--- config.mk ---
export PLATFORM = sky130hd
export DESIGN_NAME = dsf_scale
export DESIGN_NICKNAME = d
export VERILOG_FILES = /design/src/rtl/dsf_pkg.sv /design/src/rtl/dsf_scale.sv
export SDC_FILE = /design/constraint.sdc
export NUM_CORES = 2
export LEC_CHECK = 0
export BUFFER_PORTS_ARGS = -buffer_cell sky130_fd_sc_hd__buf_2
export CAP_MARGIN = 30
export CORE_MARGIN = 2
export CORE_UTILIZATION = 40
export CTS_CLUSTER_SIZE = 16
export DETAILED_ROUTE_END_ITERATION = 8
export PLACE_DENSITY = 0.62
export SETUP_SLACK_MARGIN = 0.1
export SYNTH_ARGS = -nofsm -noshare
export SYNTH_HDL_FRONTEND = slang
export SYNTH_SLANG_ARGS = --single-unit
--- constraint.sdc ---
create_clock -name clock -period 16.5 [get_ports clock]
set_clock_uncertainty 0.15 [all_clocks]
set_input_delay 0 -clock clock [delete_from_list [all_inputs] [get_ports clock]]
set_output_delay 0 -clock clock [all_outputs]
set_load 0.02 [all_outputs]
--- src/rtl/dsf_pkg.sv ---
// Shared types and constants for the damped spring force pipeline.
// No dependencies; every module of the block imports this package.
`default_nettype none
package dsf_pkg;

   localparam int FIELD_W = 32;
   localparam int CSR_IDX_W = 2;
   localparam int CSR_DATA_W = 32;
   localparam int DIFF_W = FIELD_W + 1;          // endpoint differences
   localparam int RAD_W = 68;                    // sum of three squares
   localparam int ROOT_W = 35;                   // floor sqrt of RAD_W bits
   localparam int SQRT_STAGES = ROOT_W;          // one root bit per stage
   localparam int QUO_W = 31;                    // |u| <= 2^30
   localparam int DIV_STAGES = QUO_W;            // one quotient bit per stage
   localparam int U_W = QUO_W + 1;               // signed direction, Q2.30
   localparam int SIG_W = 37;                    // scale unit input
   localparam int SC_W = 35;                     // capped scalar, signed
   localparam int SCALE_STAGES = 3;
   localparam int FRAC_SHIFT = 30;

   localparam logic [CSR_IDX_W-1:0] CSR_STIFFNESS   = 2'd0;
   localparam logic [CSR_IDX_W-1:0] CSR_DAMPING     = 2'd1;
   localparam logic [CSR_IDX_W-1:0] CSR_REST_LENGTH = 2'd2;

   localparam logic [ROOT_W-1:0] LEN_MIN = ROOT_W'(7);
   localparam logic [SC_W-2:0] SCALAR_CAP = 34'h1_FFFF_FFFF;

   typedef struct packed {
      logic signed [FIELD_W-1:0] pos_a_x;
      logic signed [FIELD_W-1:0] pos_a_y;
      logic signed [FIELD_W-1:0] pos_a_z;
      logic signed [FIELD_W-1:0] pos_b_x;
      logic signed [FIELD_W-1:0] pos_b_y;
      logic signed [FIELD_W-1:0] pos_b_z;
      logic signed [FIELD_W-1:0] vel_a_x;
      logic signed [FIELD_W-1:0] vel_a_y;
      logic signed [FIELD_W-1:0] vel_a_z;
      logic signed [FIELD_W-1:0] vel_b_x;
      logic signed [FIELD_W-1:0] vel_b_y;
      logic signed [FIELD_W-1:0] vel_b_z;
   } req_type;

   typedef struct packed {
      logic signed [FIELD_W-1:0] force_x;
      logic signed [FIELD_W-1:0] force_y;
      logic signed [FIELD_W-1:0] force_z;
      logic                      too_close;
   } rsp_type;

endpackage
`default_nettype wire

--- src/rtl/dsf_scale.sv ---
// Signed value times unsigned Q16.16 coefficient, capped at +-SCALAR_CAP.
// Three stages: magnitude, split partial products, combine and cap. Depends on dsf_pkg.
`default_nettype none
module dsf_scale (
   input  logic                               clock,
   input  logic signed [dsf_pkg::SIG_W-1:0]   value,
   input  logic [dsf_pkg::CSR_DATA_W-1:0]     coeff,
   output logic signed [dsf_pkg::SC_W-1:0]    result
);
   import dsf_pkg::*;

   localparam int LO_W = 32;
   localparam int HI_W = SIG_W - LO_W;
   localparam int FULL_W = SIG_W + CSR_DATA_W;
   localparam int SHIFT_W = FULL_W - 16;

   logic                        neg1_ff, neg2_ff;
   logic [SIG_W-1:0]            mag_ff;
   logic [SIG_W-1:0]            mag_in;
   logic [LO_W+CSR_DATA_W-1:0]  lo_ff;
   logic [HI_W+CSR_DATA_W-1:0]  hi_ff;
   logic signed [SC_W-1:0]      result_ff;
   logic signed [SC_W-1:0]      result_in;

   assign mag_in = value[SIG_W-1] ? SIG_W'(-value) : SIG_W'(value);

   always_comb begin
      logic [FULL_W-1:0]  full;
      logic [SHIFT_W-1:0] shifted;
      logic [SC_W-1:0]    capped;
      full    = (FULL_W'(hi_ff) << LO_W) + FULL_W'(lo_ff);
      shifted = full[FULL_W-1:16];
      if (shifted > SHIFT_W'(SCALAR_CAP)) begin
         capped = SC_W'(SCALAR_CAP);
      end else begin
         capped = shifted[SC_W-1:0];
      end
      result_in = neg2_ff ? -$signed(capped) : $signed(capped);
   end

   always_ff @(posedge clock) begin
      neg1_ff   <= value[SIG_W-1];
      mag_ff    <= mag_in;
      neg2_ff   <= neg1_ff;
      lo_ff     <= mag_ff[LO_W-1:0] * coeff;
      hi_ff     <= mag_ff[SIG_W-1:LO_W] * coeff;
      result_ff <= result_in;
   end

   assign result = result_ff;

endmodule
`default_nettype wire

==> reports/qor.csv <==
metric;value;unit
clk buf depth;2;
CTS Buf Count;17;
top_reg_cell synth;dfxtp_1;
WP data arrival;9.09;ns
CP Data Required Time;16.75;ns
drt drc;0;
vias in the first global route;34700;
Routed wire per std cell;20.2;microns
Post-synth EDFFs;0;
Hold Path Depth;2;
total gr overflow;0;
outcome;completed;
critical path launch point type;register;
Yosys top cell area share;45.1;%
pins over their slew limit;0;
setup repair bufs after CTS;0;
Setup Total Neg Slack;0;ns
Worst R2R Start;mag_ff[18]$_DFF_P_;
Min Clock Period, post-route;8.85;ns
Hold Path Sink;mag_ff[0]$_DFF_P_;
die area;112000;sq um
R2R Setup Slk;7.65;ns
Worst-Margin Slew;1.05;ns
chip height;335;microns
core footprint;109000;sq um
area leader, netlist;fa_1;
clock sinks;159;
number of nets in the layout;6187;
final RePlAce weighted congestion;0.887;
Setup violations, final;0;
TritonRoute pass-1 iters;5;
Clock Latency Late Sink;0.51;ns
Die Span X;335;microns
Routed Antenna Nets;0;
total track usage;23.2;%
Syn Nets;6204;
Fmax;113;MHz
Crit. End Element;register;
syn avg cell area;9.11;sq um
maxcap violations;0;
cell with the most instances after synthesis;fa_1;
Hold Path Origin;value[0];
DR vias/cell;5.20;
Synth Register Bits;159;
reg2reg path depth;24;
reg2reg end;lo_ff[63]$_DFF_P_;
crit path max fanout;22;
Area Overhead vs Synth;7.00;%
Tcrit/Tclk final;53.6;%
register area share after synthesis;7.27;%
DP Wirelength;93300;microns
row count;121;
Rel. slew slack;30.0;%
htree depth;4;
IO Count;105;
Vias;32400;
RSZ-0062 raised after global routing;false;
global-route wire length before repair;199000;microns
Gate Count Post-Synth;4809;
critical path class;reg2reg;
Root Driver;clkbuf_16;
largest net degree at the start of global routing;54;
layout cell share with drive strength beyond 1;5.02;%
TritonCTS clock tree;yes;
synth unique cells;84;
Synth Cell Area;43800;sq um
WL final;125000;microns
synth warn;0;
port buffer count;104;
asr flop ratio synth;0;%
Iteration-0 DRC Markers;2127;
starting density of the core;40.3;%
main area contributors after synthesis;fa_1 45%, ha_1 9.7%, and2_1 9.1%;
Final Hold Viols;0;
HP Class;in2reg;
initial antenna violation count;5;
most frequent cells after synthesis;986 x fa_1, 947 x inv_1, 639 x and2_1, 622 x nand2_1, 339 x ha_1;
Worst-path clk slew;0.09;ns
[kinds of logic (layout without fill, tap and decap cells)]
logic type,count (synthesis),in the layout,share of synthesized area (%)
and+or+nand+nor,1541,1541,18.0
other,0,2,0
xor gates and xnor gates,133,133,2.66
adders and majority gates,1325,1325,54.7
AOI/OAI and AO/OA,424,424,6.55
buffers and inverters,1218,1214,10.5
muxes,9,9,0.217
DFF,159,159,7.27
[stage by stage]
stage	hold WS, ns	instances	utilization, %	worst slack (ns)	instance area [sq um]
6_report	0.0493	6221	43.1	7.65	46900
2_1_floorplan	-0.122	4809	-	8.80	43800
5_1_grt	0.0442	6219	43.1	7.30	46900
3_5_place_dp	0.0131	6118	41.9	7.68	45600
4_1_cts	0.00914	6219	43.1	7.68	46900
3_3_place_gp	0.00835	6113	41.8	7.56	45500
[layout make-up]
class	instances	area, sq um
Sequential cell	159	3200
Multi-Input combinational cell	3432	36000
Inverter	947	3550
Antenna cell	2	5.00
Clock buffer	17	425
Timing Repair Buffer	235	1730
Tap cell	1414	1770
Clock inverter	15	181
Fill cell	10700	61800
[critical path, cell delays in order, from the launching register on]
cell and delay, ns:
dfxtp_1 0.62, buf_4 0.41, and2_1 0.21, fa_1 0.42, fa_1 0.62, inv_1 0.09
fa_1 0.51, fa_1 0.51, inv_1 0.05, fa_1 0.55, fa_1 0.43, fa_1 0.51
fa_1 0.42, ha_1 0.35, a21o_1 0.19, a21oi_1 0.17, o21ai_0 0.22, a31o_2 0.31
a21oi_1 0.18, a21oi_1 0.22, o2111a_1 0.32, o41a_1 0.48, a221o_1 0.41, nor4_1 0.28
nor3_1 0.08
[worst max-delay path by stage]
stage,from,endpoint,slack (ns),cells past startpoint
global route,mag_ff[18]$_DFF_P_,lo_ff[63]$_DFF_P_,7.30,24
detailed placement,mag_ff[18]$_DFF_P_,lo_ff[63]$_DFF_P_,7.68,24
finish,mag_ff[18]$_DFF_P_,lo_ff[63]$_DFF_P_,7.65,24
CTS,mag_ff[18]$_DFF_P_,lo_ff[63]$_DFF_P_,7.68,24
global placement,coeff[3],lo_ff[63]$_DFF_P_,7.56,24
floorplan,mag_ff[18]$_DFF_P_,lo_ff[63]$_DFF_P_,8.80,25
[metal layers]
metal  global-route usage, %  vias to the layer above  wire length (microns)
met5                       0                        -                     20
met4                    5.81                        4                   2930
met1                    31.8                    16600                  55000
met2                    37.2                     1208                  56800
met3                    5.13                      170                  10700
li1                        -                    14400                      -
[layout by cell type, fill, tap and decap left out, types with 16 or more instances in the layout]
cell type / count
inv_1: 947
buf_2: 105
a31oi_1: 16
clkbuf_16: 17
buf_4: 58
and2_1: 639
nand4_1: 16
xor2_1: 36
xnor2_1: 97
dfxtp_1: 147
nor2b_1: 17
dlygate4sd3_1: 69
fa_1: 986
nand3_1: 31
nor2_1: 95
o21a_1: 28
nand2_1: 622
nor3_1: 23
o31ai_1: 16
a21o_1: 59
a21oi_1: 110
ha_1: 339
o21ai_0: 63
[registers in the layout, summed over array words and instances, names as in the netlist]
name	count
neg2_ff	1
neg1_ff	1
lo_ff	48
hi_ff	37
mag_ff	37
result	35
[repair_timing]
| item | in CTS | in global routing |
|---|---|---|
| resized for setup | 0 | 0 |
| hold buffers | 69 | 0 |
| hold endpoints to repair | 39 | 0 |
Power is not shown: default switching activity piles up to over one toggle a cycle in this logic, so the estimate is an artifact.
