<file path="src/rtl/dsf_pkg.sv">
// Shared types and constants for the damped spring force pipeline.
// No dependencies; every module of the block imports this package.
`default_nettype none
package dsf_pkg;

   localparam int FIELD_W = 32;
   localparam int CSR_IDX_W = 2;
   localparam int CSR_DATA_W = 32;
   localparam int DIFF_W = FIELD_W + 1;          // endpoint differences
   localparam int RAD_W = 68;                    // sum of three squares
   localparam int ROOT_W = 35;                   // floor sqrt of RAD_W bits
   localparam int SQRT_STAGES = ROOT_W;          // one root bit per stage
   localparam int QUO_W = 31;                    // |u| <= 2^30
   localparam int DIV_STAGES = QUO_W;            // one quotient bit per stage
   localparam int U_W = QUO_W + 1;               // signed direction, Q2.30
   localparam int SIG_W = 37;                    // scale unit input
   localparam int SC_W = 35;                     // capped scalar, signed
   localparam int SCALE_STAGES = 3;
   localparam int FRAC_SHIFT = 30;

   localparam logic [CSR_IDX_W-1:0] CSR_STIFFNESS   = 2'd0;
   localparam logic [CSR_IDX_W-1:0] CSR_DAMPING     = 2'd1;
   localparam logic [CSR_IDX_W-1:0] CSR_REST_LENGTH = 2'd2;

   localparam logic [ROOT_W-1:0] LEN_MIN = ROOT_W'(7);
   localparam logic [SC_W-2:0] SCALAR_CAP = 34'h1_FFFF_FFFF;

   typedef struct packed {
      logic signed [FIELD_W-1:0] pos_a_x;
      logic signed [FIELD_W-1:0] pos_a_y;
      logic signed [FIELD_W-1:0] pos_a_z;
      logic signed [FIELD_W-1:0] pos_b_x;
      logic signed [FIELD_W-1:0] pos_b_y;
      logic signed [FIELD_W-1:0] pos_b_z;
      logic signed [FIELD_W-1:0] vel_a_x;
      logic signed [FIELD_W-1:0] vel_a_y;
      logic signed [FIELD_W-1:0] vel_a_z;
      logic signed [FIELD_W-1:0] vel_b_x;
      logic signed [FIELD_W-1:0] vel_b_y;
      logic signed [FIELD_W-1:0] vel_b_z;
   } req_type;

   typedef struct packed {
      logic signed [FIELD_W-1:0] force_x;
      logic signed [FIELD_W-1:0] force_y;
      logic signed [FIELD_W-1:0] force_z;
      logic                      too_close;
   } rsp_type;

endpackage
`default_nettype wire

</file>
<file path="src/rtl/dsf_div.sv">
// Pipelined restoring divider: (dividend << 30) / divisor, one quotient bit a stage.
// Depends on dsf_pkg. Dividend must not exceed divisor.
`default_nettype none
module dsf_div (
   input  logic                          clock,
   input  logic [dsf_pkg::DIFF_W-1:0]    dividend,
   input  logic [dsf_pkg::ROOT_W-1:0]    divisor,
   output logic [dsf_pkg::QUO_W-1:0]     quotient
);
   import dsf_pkg::*;

   localparam int REM_W = ROOT_W;

   logic [REM_W-1:0]  rem_ff [DIV_STAGES];
   logic [REM_W-1:0]  rem_in [DIV_STAGES];
   logic [ROOT_W-1:0] dvs_ff [DIV_STAGES];
   logic [ROOT_W-1:0] dvs_in [DIV_STAGES];
   logic [QUO_W-1:0]  quo_ff [DIV_STAGES];
   logic [QUO_W-1:0]  quo_in [DIV_STAGES];

   always_comb begin
      logic [REM_W-1:0]  rem_prev;
      logic [ROOT_W-1:0] dvs_prev;
      logic [QUO_W-1:0]  quo_prev;
      logic              next_bit;
      logic [REM_W:0]    rem_sh;
      for (int j = 0; j < DIV_STAGES; j++) begin
         if (j == 0) begin
            // upper dividend bits are known to give zero quotient bits
            rem_prev = REM_W'(dividend >> 1);
            next_bit = dividend[0];
            dvs_prev = divisor;
            quo_prev = '0;
         end else begin
            rem_prev = rem_ff[j-1];
            next_bit = 1'b0;
            dvs_prev = dvs_ff[j-1];
            quo_prev = quo_ff[j-1];
         end
         rem_sh = {rem_prev, next_bit};
         if (rem_sh >= {1'b0, dvs_prev}) begin
            rem_in[j] = REM_W'(rem_sh - {1'b0, dvs_prev});
            quo_in[j] = {quo_prev[QUO_W-2:0], 1'b1};
         end else begin
            rem_in[j] = rem_sh[REM_W-1:0];
            quo_in[j] = {quo_prev[QUO_W-2:0], 1'b0};
         end
         dvs_in[j] = dvs_prev;
      end
   end

   always_ff @(posedge clock) begin
      rem_ff <= rem_in;
      dvs_ff <= dvs_in;
      quo_ff <= quo_in;
   end

   assign quotient = quo_ff[DIV_STAGES-1];

endmodule
`default_nettype wire

</file>
<file path="config.mk">
export PLATFORM = sky130hd
export DESIGN_NAME = dsf_div
export DESIGN_NICKNAME = d
export VERILOG_FILES = /design/src/rtl/dsf_pkg.sv /design/src/rtl/dsf_div.sv
export SDC_FILE = /design/constraint.sdc
export NUM_CORES = 2
export LEC_CHECK = 0
export BUFFER_PORTS_ARGS = -buffer_cell sky130_fd_sc_hd__buf_4
export CAP_MARGIN = 20
export CORE_MARGIN = 2
export CORE_UTILIZATION = 50
export DETAILED_ROUTE_END_ITERATION = 12
export GPL_TIMING_DRIVEN = 1
export PLACE_DENSITY = 0.73
export SYNTH_ARGS = -nofsm -noshare
export SYNTH_HDL_FRONTEND = slang
export SYNTH_SLANG_ARGS = --single-unit
</file>
<file path="constraint.sdc">
create_clock -name clock -period 9.11 [get_ports clock]
set_clock_uncertainty 0.2 [all_clocks]
set_input_delay 0.911 -clock clock [delete_from_list [all_inputs] [get_ports clock]]
set_output_delay 0.911 -clock clock [all_outputs]
set_load 0.01 [all_outputs]
</file>
==> metrics <==
syn nets between 10000 and 15000; endpoints failing setup 0; post-route ant nets 0; xor/xnor share of the synthesized area 6.75%; I/O pin total 100; DR iter-0 viols roughly 6300; fillers a little over 20000; Mapped Avg Cell Area a little over 9 um^2; Vias 88700; Tot GR Track Use approximately 22%; hold depth 2; first-pass GRT wire length 443 mm; Critical Path RT slightly below 10 ns; post-DP HPWL 211 mm; layout cells sized above 1 6.80%; Data arrival, critical path between 5 and 6 ns; Cells after Synth 12900; GRT Residual Overflow 0; initial core utilization approximately 50%; Slowest-stage cell, CP a2111oi_2; crit path cell chain inv_1 > fa_1 > a21oi_1 > o21ai_2 > a2111oi_2 > o211ai_1 > a31oi_4 > o21ai_2 > a31oi_4 > o21bai_2 > a41oi_4 > buf_4 > inv_2 > and3_1 > a32o_1; final hold vios 0; synthesized area 119000 um^2; flops & latches, synth about 2600; crit path kind reg -> reg; Yosys warning total 0; final max-slew violation count 0; largest net degree at the start of global routing 70; H-tree depth 5; count of flip-flops with a built-in enable after synthesis 0; vias in the first global route 85900; CP top delay family compound AO/OA/AOI/OAI gates; Post-Synth Adder-Cell Area 11.9%; Slew @ Worst Pin approximately 0.99 ns; Worst Path Max Fanout 37; Skew-Pair Late Insertion Delay between 0.9 and 1 ns; Crit Reg-Reg Startpoint dvs_ff[840]$_DFF_P_; maximum vdd drop 0.000248 V; fraction of registers with async set/reset 0%; worst min path class in -> reg; Critical Path End Type flip-flop; Non-Filler Instances around 16000; RSZ-0062 raised after global routing false; cts bufs inserted 286; count of cell types in the netlist about 110; fmax ~0.22 GHz; Placer Congestion around 0.94; critical path launch point dvs_ff[840]$_DFF_P_; port bufs approximately 100; power density over cell area 414 nW/um^2; Post-synth top flop dfxtp_1; clk root buf clkbuf_16; clk slew on worst S/H paths 0.06 ns; Setup Buffers After CTS 0; Compound-Gate Fraction of Synth Area 19.4%; Leak Pwr ~62 nW; Sink Count about 2600; Worst R2R Path Depth 15; placed instance count between 15000 and 20000; NumNets Final approximately 14000; Maximum Capacitance Violations 0; vias per std cell between 5 and 6; wire length per cell 16.8 um; relative slew slack between 30% and 40%; Max clock buf depth 4; antenna violations before repair 9; final WL between 200 and 300 mm; Buf/Inv on CP 3; Worst path max stage delay around 0.45 ns; CTS tree done; Std-Cell Rows approximately 180; core area 236000 um^2; DR DRC count 0; DIE WIDTH slightly below 500 um; Resized cells post-CTS 0; Simple-Gate Fraction of Synth Area a little over a tenth; outcome completed; mux share of post-synthesis cell area roughly 2%; Die ar. 241000 um^2; DRT Pass-1 Iters 6; CP Depth 15; post-layout min period 4.55 ns; area delta synth->final 11.6%; Seq/Total Area, Yosys approximately 44%; Final period util between 40% and 50%; DIE HEIGHT around 490 um; setup TNS 0 ns; Hold Crit Start dividend[1]; Setup crit start kind flip-flop; largest family of logic cells by synthesized area compound AO/OA/AOI/OAI gates
routing by layer:
layer  routed length [um]  part of all wire, %  up-vias  global-route usage [%]
met5                    7               0.0025        -                       0
met4                10800                  3.9        2                    8.55
met2               135000                   49     2199                    39.6
li1                     -                    -    44700                       -
met1               117000                   43    41100                    27.2
met3                12700                  4.6      683                    2.86
cells by family (layout without fill, tap and decap cells):
kind of cell	Yosys count	count (layout)
multiplexers	216	216
flip-flops	2596	2596
adder cells (fa/ha/maj)	1112	1112
buffers and inverters	1655	1999
AO/OA/AOI/OAI	3674	3674
other	0	6
AND/OR/NAND/NOR	2694	2694
XOR/XNOR	915	915
registers in the layout, indices dropped and copies added (netlist names):
signal	count
rem_ff	1050
dvs_ff	1050
quo_ff	465
quotient	31
repair_timing:
item,4_1_cts,5_1_grt
endpoints found under the hold margin,67,0
setup endpoints to repair,0,0
hold buffers,66,0
per-stage QoR:
step	total power, mW	util [%]	hold slack, ns	setup slack, ns	instance area [um^2]
after floorplan	37.0	-	0.110	5.31	119000
after global placement	42.6	51.9	0.110	4.63	122000
after detailed placement	42.8	51.9	0.112	4.62	122000
after CTS	54.8	56.2	0.00873	4.62	132000
after global routing	58.8	56.2	0.0450	4.27	132000
final	54.8	56.2	0.0644	4.56	132000
cell usage in the layout, fill, tap and decap left out, types with 405 or more instances in the layout:
| cell type | netlist | routed |
|---|---|---|
| a21o_1 | 651 | 651 |
| dfxtp_1 | 2596 | 2596 |
| a21oi_1 | 1030 | 1023 |
| xor2_1 | 405 | 405 |
| o21ai_0 | 985 | 985 |
| inv_1 | 1316 | 1316 |
| nand2_1 | 1106 | 1106 |
| ha_1 | 1082 | 1082 |
| xnor2_1 | 510 | 510 |
| nor2_1 | 571 | 570 |
cell usage after synthesis, types with 100 or more instances:
master	count	share of area, %
a21o_1	651	4.1
a21oi_1	1030	4.3
a31oi_1	104	0.55
clkbuf_1	179	0.57
dfxtp_1	2596	44
ha_1	1082	11
inv_1	1316	4.2
mux2_2	201	1.9
nand2_1	1106	3.5
nand2b_1	139	0.73
nand3_1	180	0.76
nand4_1	169	0.89
nor2_1	571	1.8
nor3_1	100	0.42
o21a_1	111	0.70
o21ai_0	985	4.2
o21bai_1	144	0.91
xnor2_1	510	3.8
xor2_1	405	3.0
worst paths after layout:
| path | endpoint | slack (ns) |
|---|---|---|
| max | rem_ff[838]$_DFF_P_ | 4.56 |
| min | rem_ff[1051]$_DFF_P_ | 0.06 |
| max reg2reg | rem_ff[838]$_DFF_P_ | 4.56 |
| min reg2reg | quo_ff[476]$_DFF_P_ | 0.09 |
power breakdown:
part           switching, mW  total, mW  internal (mW)
combinational           14.5       25.5           11.0
clock                   4.51       11.7           7.18
sequential              2.31       17.6           15.3
final cells by class:
cell class | count | area [um^2] | share of cell area, %
Sequential cell | 2596 | 52000 | 39.2
Timing Repair Buffer | 195 | 1630 | 1.23
Antenna cell | 6 | 15.0 | 0.0113
Clock buffer | 376 | 8020 | 6.05
Multi-Input combinational cell | 8611 | 60400 | 45.6
Tap cell | 3150 | 3940 | 2.98
Inverter | 1319 | 4950 | 3.74
Clock inverter | 109 | 1550 | 1.17
Note: power is estimated with default switching activity, not from simulation.
