### config.mk
export PLATFORM = sky130hd
export DESIGN_NAME = dsf_sqrt
export DESIGN_NICKNAME = d
export VERILOG_FILES = /design/src/rtl/dsf_pkg.sv /design/src/rtl/dsf_sqrt.sv
export SDC_FILE = /design/constraint.sdc
export NUM_CORES = 2
export LEC_CHECK = 0
export BUFFER_PORTS_ARGS = -buffer_cell sky130_fd_sc_hd__buf_2
export CAP_MARGIN = 0
export CELL_PAD_IN_SITES_DETAIL_PLACEMENT = 1
export CELL_PAD_IN_SITES_GLOBAL_PLACEMENT = 2
export CORE_ASPECT_RATIO = 0.7
export CORE_UTILIZATION = 42
export DETAILED_ROUTE_END_ITERATION = 7
export GPL_TIMING_DRIVEN = 0
export PLACE_DENSITY = 0.82
export SYNTH_ARGS = -nofsm -noshare
export SYNTH_HDL_FRONTEND = slang
export SYNTH_SLANG_ARGS = --single-unit
export TNS_END_PERCENT = 5
### constraint.sdc
create_clock -name clock -period 4.05 [get_ports clock]
set_input_delay 0.6075 -clock clock [delete_from_list [all_inputs] [get_ports clock]]
set_output_delay 0.6075 -clock clock [all_outputs]
set_load 0.03 [all_outputs]
### src/rtl/dsf_pkg.sv
// Shared types and constants for the damped spring force pipeline.
// No dependencies; every module of the block imports this package.
`default_nettype none
package dsf_pkg;

   localparam int FIELD_W = 32;
   localparam int CSR_IDX_W = 2;
   localparam int CSR_DATA_W = 32;
   localparam int DIFF_W = FIELD_W + 1;          // endpoint differences
   localparam int RAD_W = 68;                    // sum of three squares
   localparam int ROOT_W = 35;                   // floor sqrt of RAD_W bits
   localparam int SQRT_STAGES = ROOT_W;          // one root bit per stage
   localparam int QUO_W = 31;                    // |u| <= 2^30
   localparam int DIV_STAGES = QUO_W;            // one quotient bit per stage
   localparam int U_W = QUO_W + 1;               // signed direction, Q2.30
   localparam int SIG_W = 37;                    // scale unit input
   localparam int SC_W = 35;                     // capped scalar, signed
   localparam int SCALE_STAGES = 3;
   localparam int FRAC_SHIFT = 30;

   localparam logic [CSR_IDX_W-1:0] CSR_STIFFNESS   = 2'd0;
   localparam logic [CSR_IDX_W-1:0] CSR_DAMPING     = 2'd1;
   localparam logic [CSR_IDX_W-1:0] CSR_REST_LENGTH = 2'd2;

   localparam logic [ROOT_W-1:0] LEN_MIN = ROOT_W'(7);
   localparam logic [SC_W-2:0] SCALAR_CAP = 34'h1_FFFF_FFFF;

   typedef struct packed {
      logic signed [FIELD_W-1:0] pos_a_x;
      logic signed [FIELD_W-1:0] pos_a_y;
      logic signed [FIELD_W-1:0] pos_a_z;
      logic signed [FIELD_W-1:0] pos_b_x;
      logic signed [FIELD_W-1:0] pos_b_y;
      logic signed [FIELD_W-1:0] pos_b_z;
      logic signed [FIELD_W-1:0] vel_a_x;
      logic signed [FIELD_W-1:0] vel_a_y;
      logic signed [FIELD_W-1:0] vel_a_z;
      logic signed [FIELD_W-1:0] vel_b_x;
      logic signed [FIELD_W-1:0] vel_b_y;
      logic signed [FIELD_W-1:0] vel_b_z;
   } req_type;

   typedef struct packed {
      logic signed [FIELD_W-1:0] force_x;
      logic signed [FIELD_W-1:0] force_y;
      logic signed [FIELD_W-1:0] force_z;
      logic                      too_close;
   } rsp_type;

endpackage
`default_nettype wire

### src/rtl/dsf_sqrt.sv
// Pipelined integer square root, one root bit per register stage.
// Depends on dsf_pkg.
`default_nettype none
module dsf_sqrt (
   input  logic                         clock,
   input  logic [dsf_pkg::RAD_W-1:0]    radicand,
   output logic [dsf_pkg::ROOT_W-1:0]   root_out
);
   import dsf_pkg::*;

   localparam int PAD_W = 2 * ROOT_W;
   localparam int REM_W = ROOT_W + 3;

   logic [PAD_W-1:0]  rad_ff  [SQRT_STAGES];
   logic [PAD_W-1:0]  rad_in  [SQRT_STAGES];
   logic [REM_W-1:0]  rem_ff  [SQRT_STAGES];
   logic [REM_W-1:0]  rem_in  [SQRT_STAGES];
   logic [ROOT_W-1:0] root_ff [SQRT_STAGES];
   logic [ROOT_W-1:0] root_in [SQRT_STAGES];

   always_comb begin
      logic [PAD_W-1:0]  rad_prev;
      logic [REM_W-1:0]  rem_prev;
      logic [REM_W-1:0]  rem_sh;
      logic [REM_W-1:0]  trial;
      logic [ROOT_W-1:0] root_prev;
      for (int j = 0; j < SQRT_STAGES; j++) begin
         if (j == 0) begin
            rad_prev  = PAD_W'(radicand);
            rem_prev  = '0;
            root_prev = '0;
         end else begin
            rad_prev  = rad_ff[j-1];
            rem_prev  = rem_ff[j-1];
            root_prev = root_ff[j-1];
         end
         // bring down the next bit pair, try root*4 + 1
         rem_sh = {rem_prev[REM_W-3:0], rad_prev[PAD_W-1 -: 2]};
         trial  = REM_W'({root_prev, 2'b01});
         if (rem_sh >= trial) begin
            rem_in[j]  = rem_sh - trial;
            root_in[j] = {root_prev[ROOT_W-2:0], 1'b1};
         end else begin
            rem_in[j]  = rem_sh;
            root_in[j] = {root_prev[ROOT_W-2:0], 1'b0};
         end
         rad_in[j] = {rad_prev[PAD_W-3:0], 2'b00};
      end
   end

   always_ff @(posedge clock) begin
      rad_ff  <= rad_in;
      rem_ff  <= rem_in;
      root_ff <= root_in;
   end

   assign root_out = root_ff[SQRT_STAGES-1];

endmodule
`default_nettype wire

==> reports/qor_table.md <==
| Metric | This run |
| --- | --- |
| Run status | finished with violations |
| Failing checks | setup timing |
| Synth async-reset ratio | 0% |
| Leakage | 0.0563 µW |
| Wire length per cell after detailed routing | 19.1 µm |
| RR Startpoint | root_ff[175] |
| Netlist area before placement | 0.106 mm² |
| Worst slew pin tran | 1.15 ns |
| Initial drt markers | 4244 |
| Area fraction of the dominant cell type after synthesis | 55.3% |
| Syn Inst Count | 10400 |
| Crit path setup slack, layout | -0.149 ns |
| Min Tclk post-route | 4.20 ns |
| Max Clock Freq | 238 MHz |
| Number of slew-limit violations in the final report | 0 |
| Chip width | 602 µm |
| Wire length of the first global-routing pass | 433 mm |
| Placed Cells incl. Taps | 13800 |
| Max Fanout on Critical Path | 10 |
| Clk_lat worst skew | 0.88 ns |
| Routability congestion estimate | 0.881 |
| Largest net degree at the start of global routing | 18 |
| Core occupancy in the finished layout | 48.6% |
| Starting density of the core | 42.4% |
| Startpoint-to-endpoint class of the critical path | flip-flop to flip-flop |
| Synth unique cells | 97 |
| Bufs on Longest Clock Path | 4 |
| Largest cells by area after synthesis | dfxtp_1 (55%), ha_1 (7.5%), xor2_1 (4.2%) |
| Hold path startpoint | rad_ff[2386] |
| Rows | 153 |
| Fraction of final layout cells with drive strength greater than 1 | 7.66% |
| Setup TNS | -1.89 ns |
| Number of cells traversed by the worst hold path | 0 |
| Total of warnings raised by yosys | 0 |
| Power Density | 621 mW/mm² |
| Sum of overflow across all layers after global routing | 0 |
| Clock tree from TritonCTS | yes |
| Post-route insts no fill | 14400 |
| Residual DRC | 0 |
| Sort of element at the end of the critical path | flip-flop |
| Die boundary height | 422 µm |
| Worst voltage drop across the vdd grid | 0.381 mV |
| Critical path launch point type | flip-flop |
| EDFF count, synth | 0 |
| Count of max-cap constraint violations | 0 |
| Part of the Yosys area used for sequential elements | 55.3% |
| Most numerous cell in the Yosys netlist | dfxtp_1 |
| Depth of the CTS H-tree | 5 |
| Post-layout total power | 75200 µW |
| Clock buffer count from CTS | 284 |
| Overall global routing resource usage | 21.2% |
| Cell taking the most area after synthesis | dfxtp_1 |
| Clock-pin slew on the worst setup and hold paths | 0.07 ns |
| Max transition margin | 22.6% |
| I/O pin cnt | 104 |
| Core Box Area | 0.249 mm² |
| WP data arrival | 4.85 ns |
| Min-Delay Endpoint | rad_ff[2318] |
| Fin. Hold Viols | 0 |
| Register bit total from synthesis | 2920 |
| Worst hold path type | flip-flop to flip-flop |
| Number of cells traversed by the worst register-to-register path | 13 |
| Antenna Nets Post-Route | 0 |
| Clock tree sinks | 2920 |
| Mean Syn Cell Area | 10.2 µm² |
| Setup repair after global routing missed its margin | true |
| Worst reg2reg path endpoint | rem_ff[168] |
| Detail-routed via count per cell | 5.15 |
| Detailed-route via count | 74100 |
| Overall routed net length | 276 mm |
| Setup-violating endpoint count in the final report | 24 |
| Setup slack after placement | -0.755 ns |
| Full die area | 0.254 mm² |
| Detailed Routing Iterations Pass 1 | 5 |
| Crit share post-route | 104% |
| Dominant register cell in the synthesized netlist | dfxtp_1 |
| Layout Nets | 11600 |
| Post-DP HPWL | 209 mm |
| Via count of the first global-routing pass | 77100 |
| IO buf count | 102 |
| Reg-to-reg slack, setup | -0.15 ns |
| Root buffer cell | clkbuf_16 |
| Synthesis-to-layout area growth | 14.6% |
| Worst endpoint required time | 4.70 ns |
| Initial antenna violation count | 7 |
| Clock tree skew after final layout | 0.0675 ns |
| Synth top cells by count | dfxtp_1 (2920), nand2_1 (782), inv_1 (778), o21ai_0 (633), ha_1 (632) |
worst max-delay path, cell delays in order, from the launching register on:
cell,delay (ns)
dfxtp_1,0.36
inv_1,0.05
ha_1,0.38
nor2b_1,0.19
o31a_1,0.28
o31ai_1,0.45
a21oi_1,0.22
o31ai_1,0.48
nand2_1,0.25
nand2_1,0.14
and3_1,0.16
clkbuf_1,0.32
clkbuf_1,0.45
o21ai_0,0.24
power breakdown:
part / leakage (µW) / internal, µW / switching [µW]
Sequential: 0.0244 / 33200 / 3430
Combinational: 0.0272 / 4720 / 6580
Clock: 0.00469 / 16100 / 11200
Total: 0.0563 / 54000 / 21200
layer usage:
metal / global-route usage [%] / routed length, µm / up-vias
li1: - / - / 36400
met1: 30.9 / 138000 / 36200
met2: 33.6 / 122000 / 1185
met3: 2.62 / 10700 / 382
met4: 4.50 / 5170 / 2
met5: 0 / 13 / -
cells in the final DEF, fill, tap and decap left out, types with 101 or more instances in the layout:
| cell | netlist | layout |
|---|---|---|
| dfxtp_1 | 2920 | 2920 |
| nand2_1 | 782 | 782 |
| inv_1 | 778 | 778 |
| ha_1 | 632 | 632 |
| o21ai_0 | 633 | 627 |
| a21oi_1 | 580 | 575 |
| nor2_1 | 560 | 559 |
| xor2_1 | 513 | 513 |
| xnor2_1 | 449 | 449 |
| clkbuf_16 | 0 | 290 |
| a21o_1 | 272 | 272 |
| nor3_1 | 261 | 254 |
| clkbuf_1 | 209 | 219 |
| nand3_1 | 168 | 168 |
| nor4_1 | 144 | 141 |
| or3_1 | 134 | 134 |
| nand2b_1 | 125 | 125 |
| buf_2 | 7 | 116 |
| nand4_1 | 112 | 112 |
| o21a_1 | 101 | 101 |
final cells by class:
| type | count | area, µm² |
|---|---|---|
| tap | 3332 | 4170 |
| buffer | 262 | 1210 |
| timing repair buffer | 176 | 1240 |
| inverter | 784 | 2950 |
| fill | 27200 | 128000 |
| clock inverter | 112 | 1620 |
| multi-input combinational | 6432 | 43600 |
| antenna | 4 | 10.0 |
| sequential | 2920 | 58500 |
| clock buffer | 386 | 8020 |
kinds of logic (layout without fill, tap and decap cells):
| family | Yosys count | after routing | share of synthesized area (%) |
|---|---|---|---|
| compound gates | 2084 | 2084 | 12.2 |
| xor+xnor | 962 | 962 | 7.97 |
| fa+ha+maj | 632 | 632 | 7.48 |
| buf+inv | 1047 | 1720 | 3.86 |
| flops | 2920 | 2920 | 55.3 |
| mux | 88 | 88 | 0.912 |
| other cells | 1 | 6 | 0.00355 |
| simple gates | 2664 | 2664 | 12.4 |
sequential cells by signal, indices dropped and copies added, names as in the netlist:
| register | count |
|---|---|
| rem_ff | 1135 |
| root_ff | 561 |
| rad_ff | 1190 |
| root_out | 34 |
stage by stage:
step	hold WS [ns]	area (µm²)
global route	0.292	121000
floorplan	0.310	106000
CTS	0.281	121000
global placement	0.309	110000
finish	0.286	121000
detailed placement	0.313	110000
worst max-delay path by stage:
stage | start | end | slack (ns) | cells past startpoint
2_1_floorplan | root_ff[567] | rem_ff[586] | 0.66 | 12
3_3_place_gp | root_ff[490] | rem_ff[525] | -0.71 | 14
3_5_place_dp | root_ff[490] | rem_ff[525] | -0.76 | 14
4_1_cts | root_ff[315] | rem_ff[310] | -0.04 | 12
5_1_grt | root_ff[175] | rem_ff[179] | -0.22 | 13
6_report | root_ff[175] | rem_ff[168] | -0.15 | 13
timing repair:
action                                  in CTS  in global routing
setup buffers                                0                  5
pin swaps                                    1                  1
hold buffers                                68                  0
hold endpoints to repair                    68                  0
resized for setup                           57                 82
endpoints found under the setup margin     338                388
(Power assumes the default switching activity.)
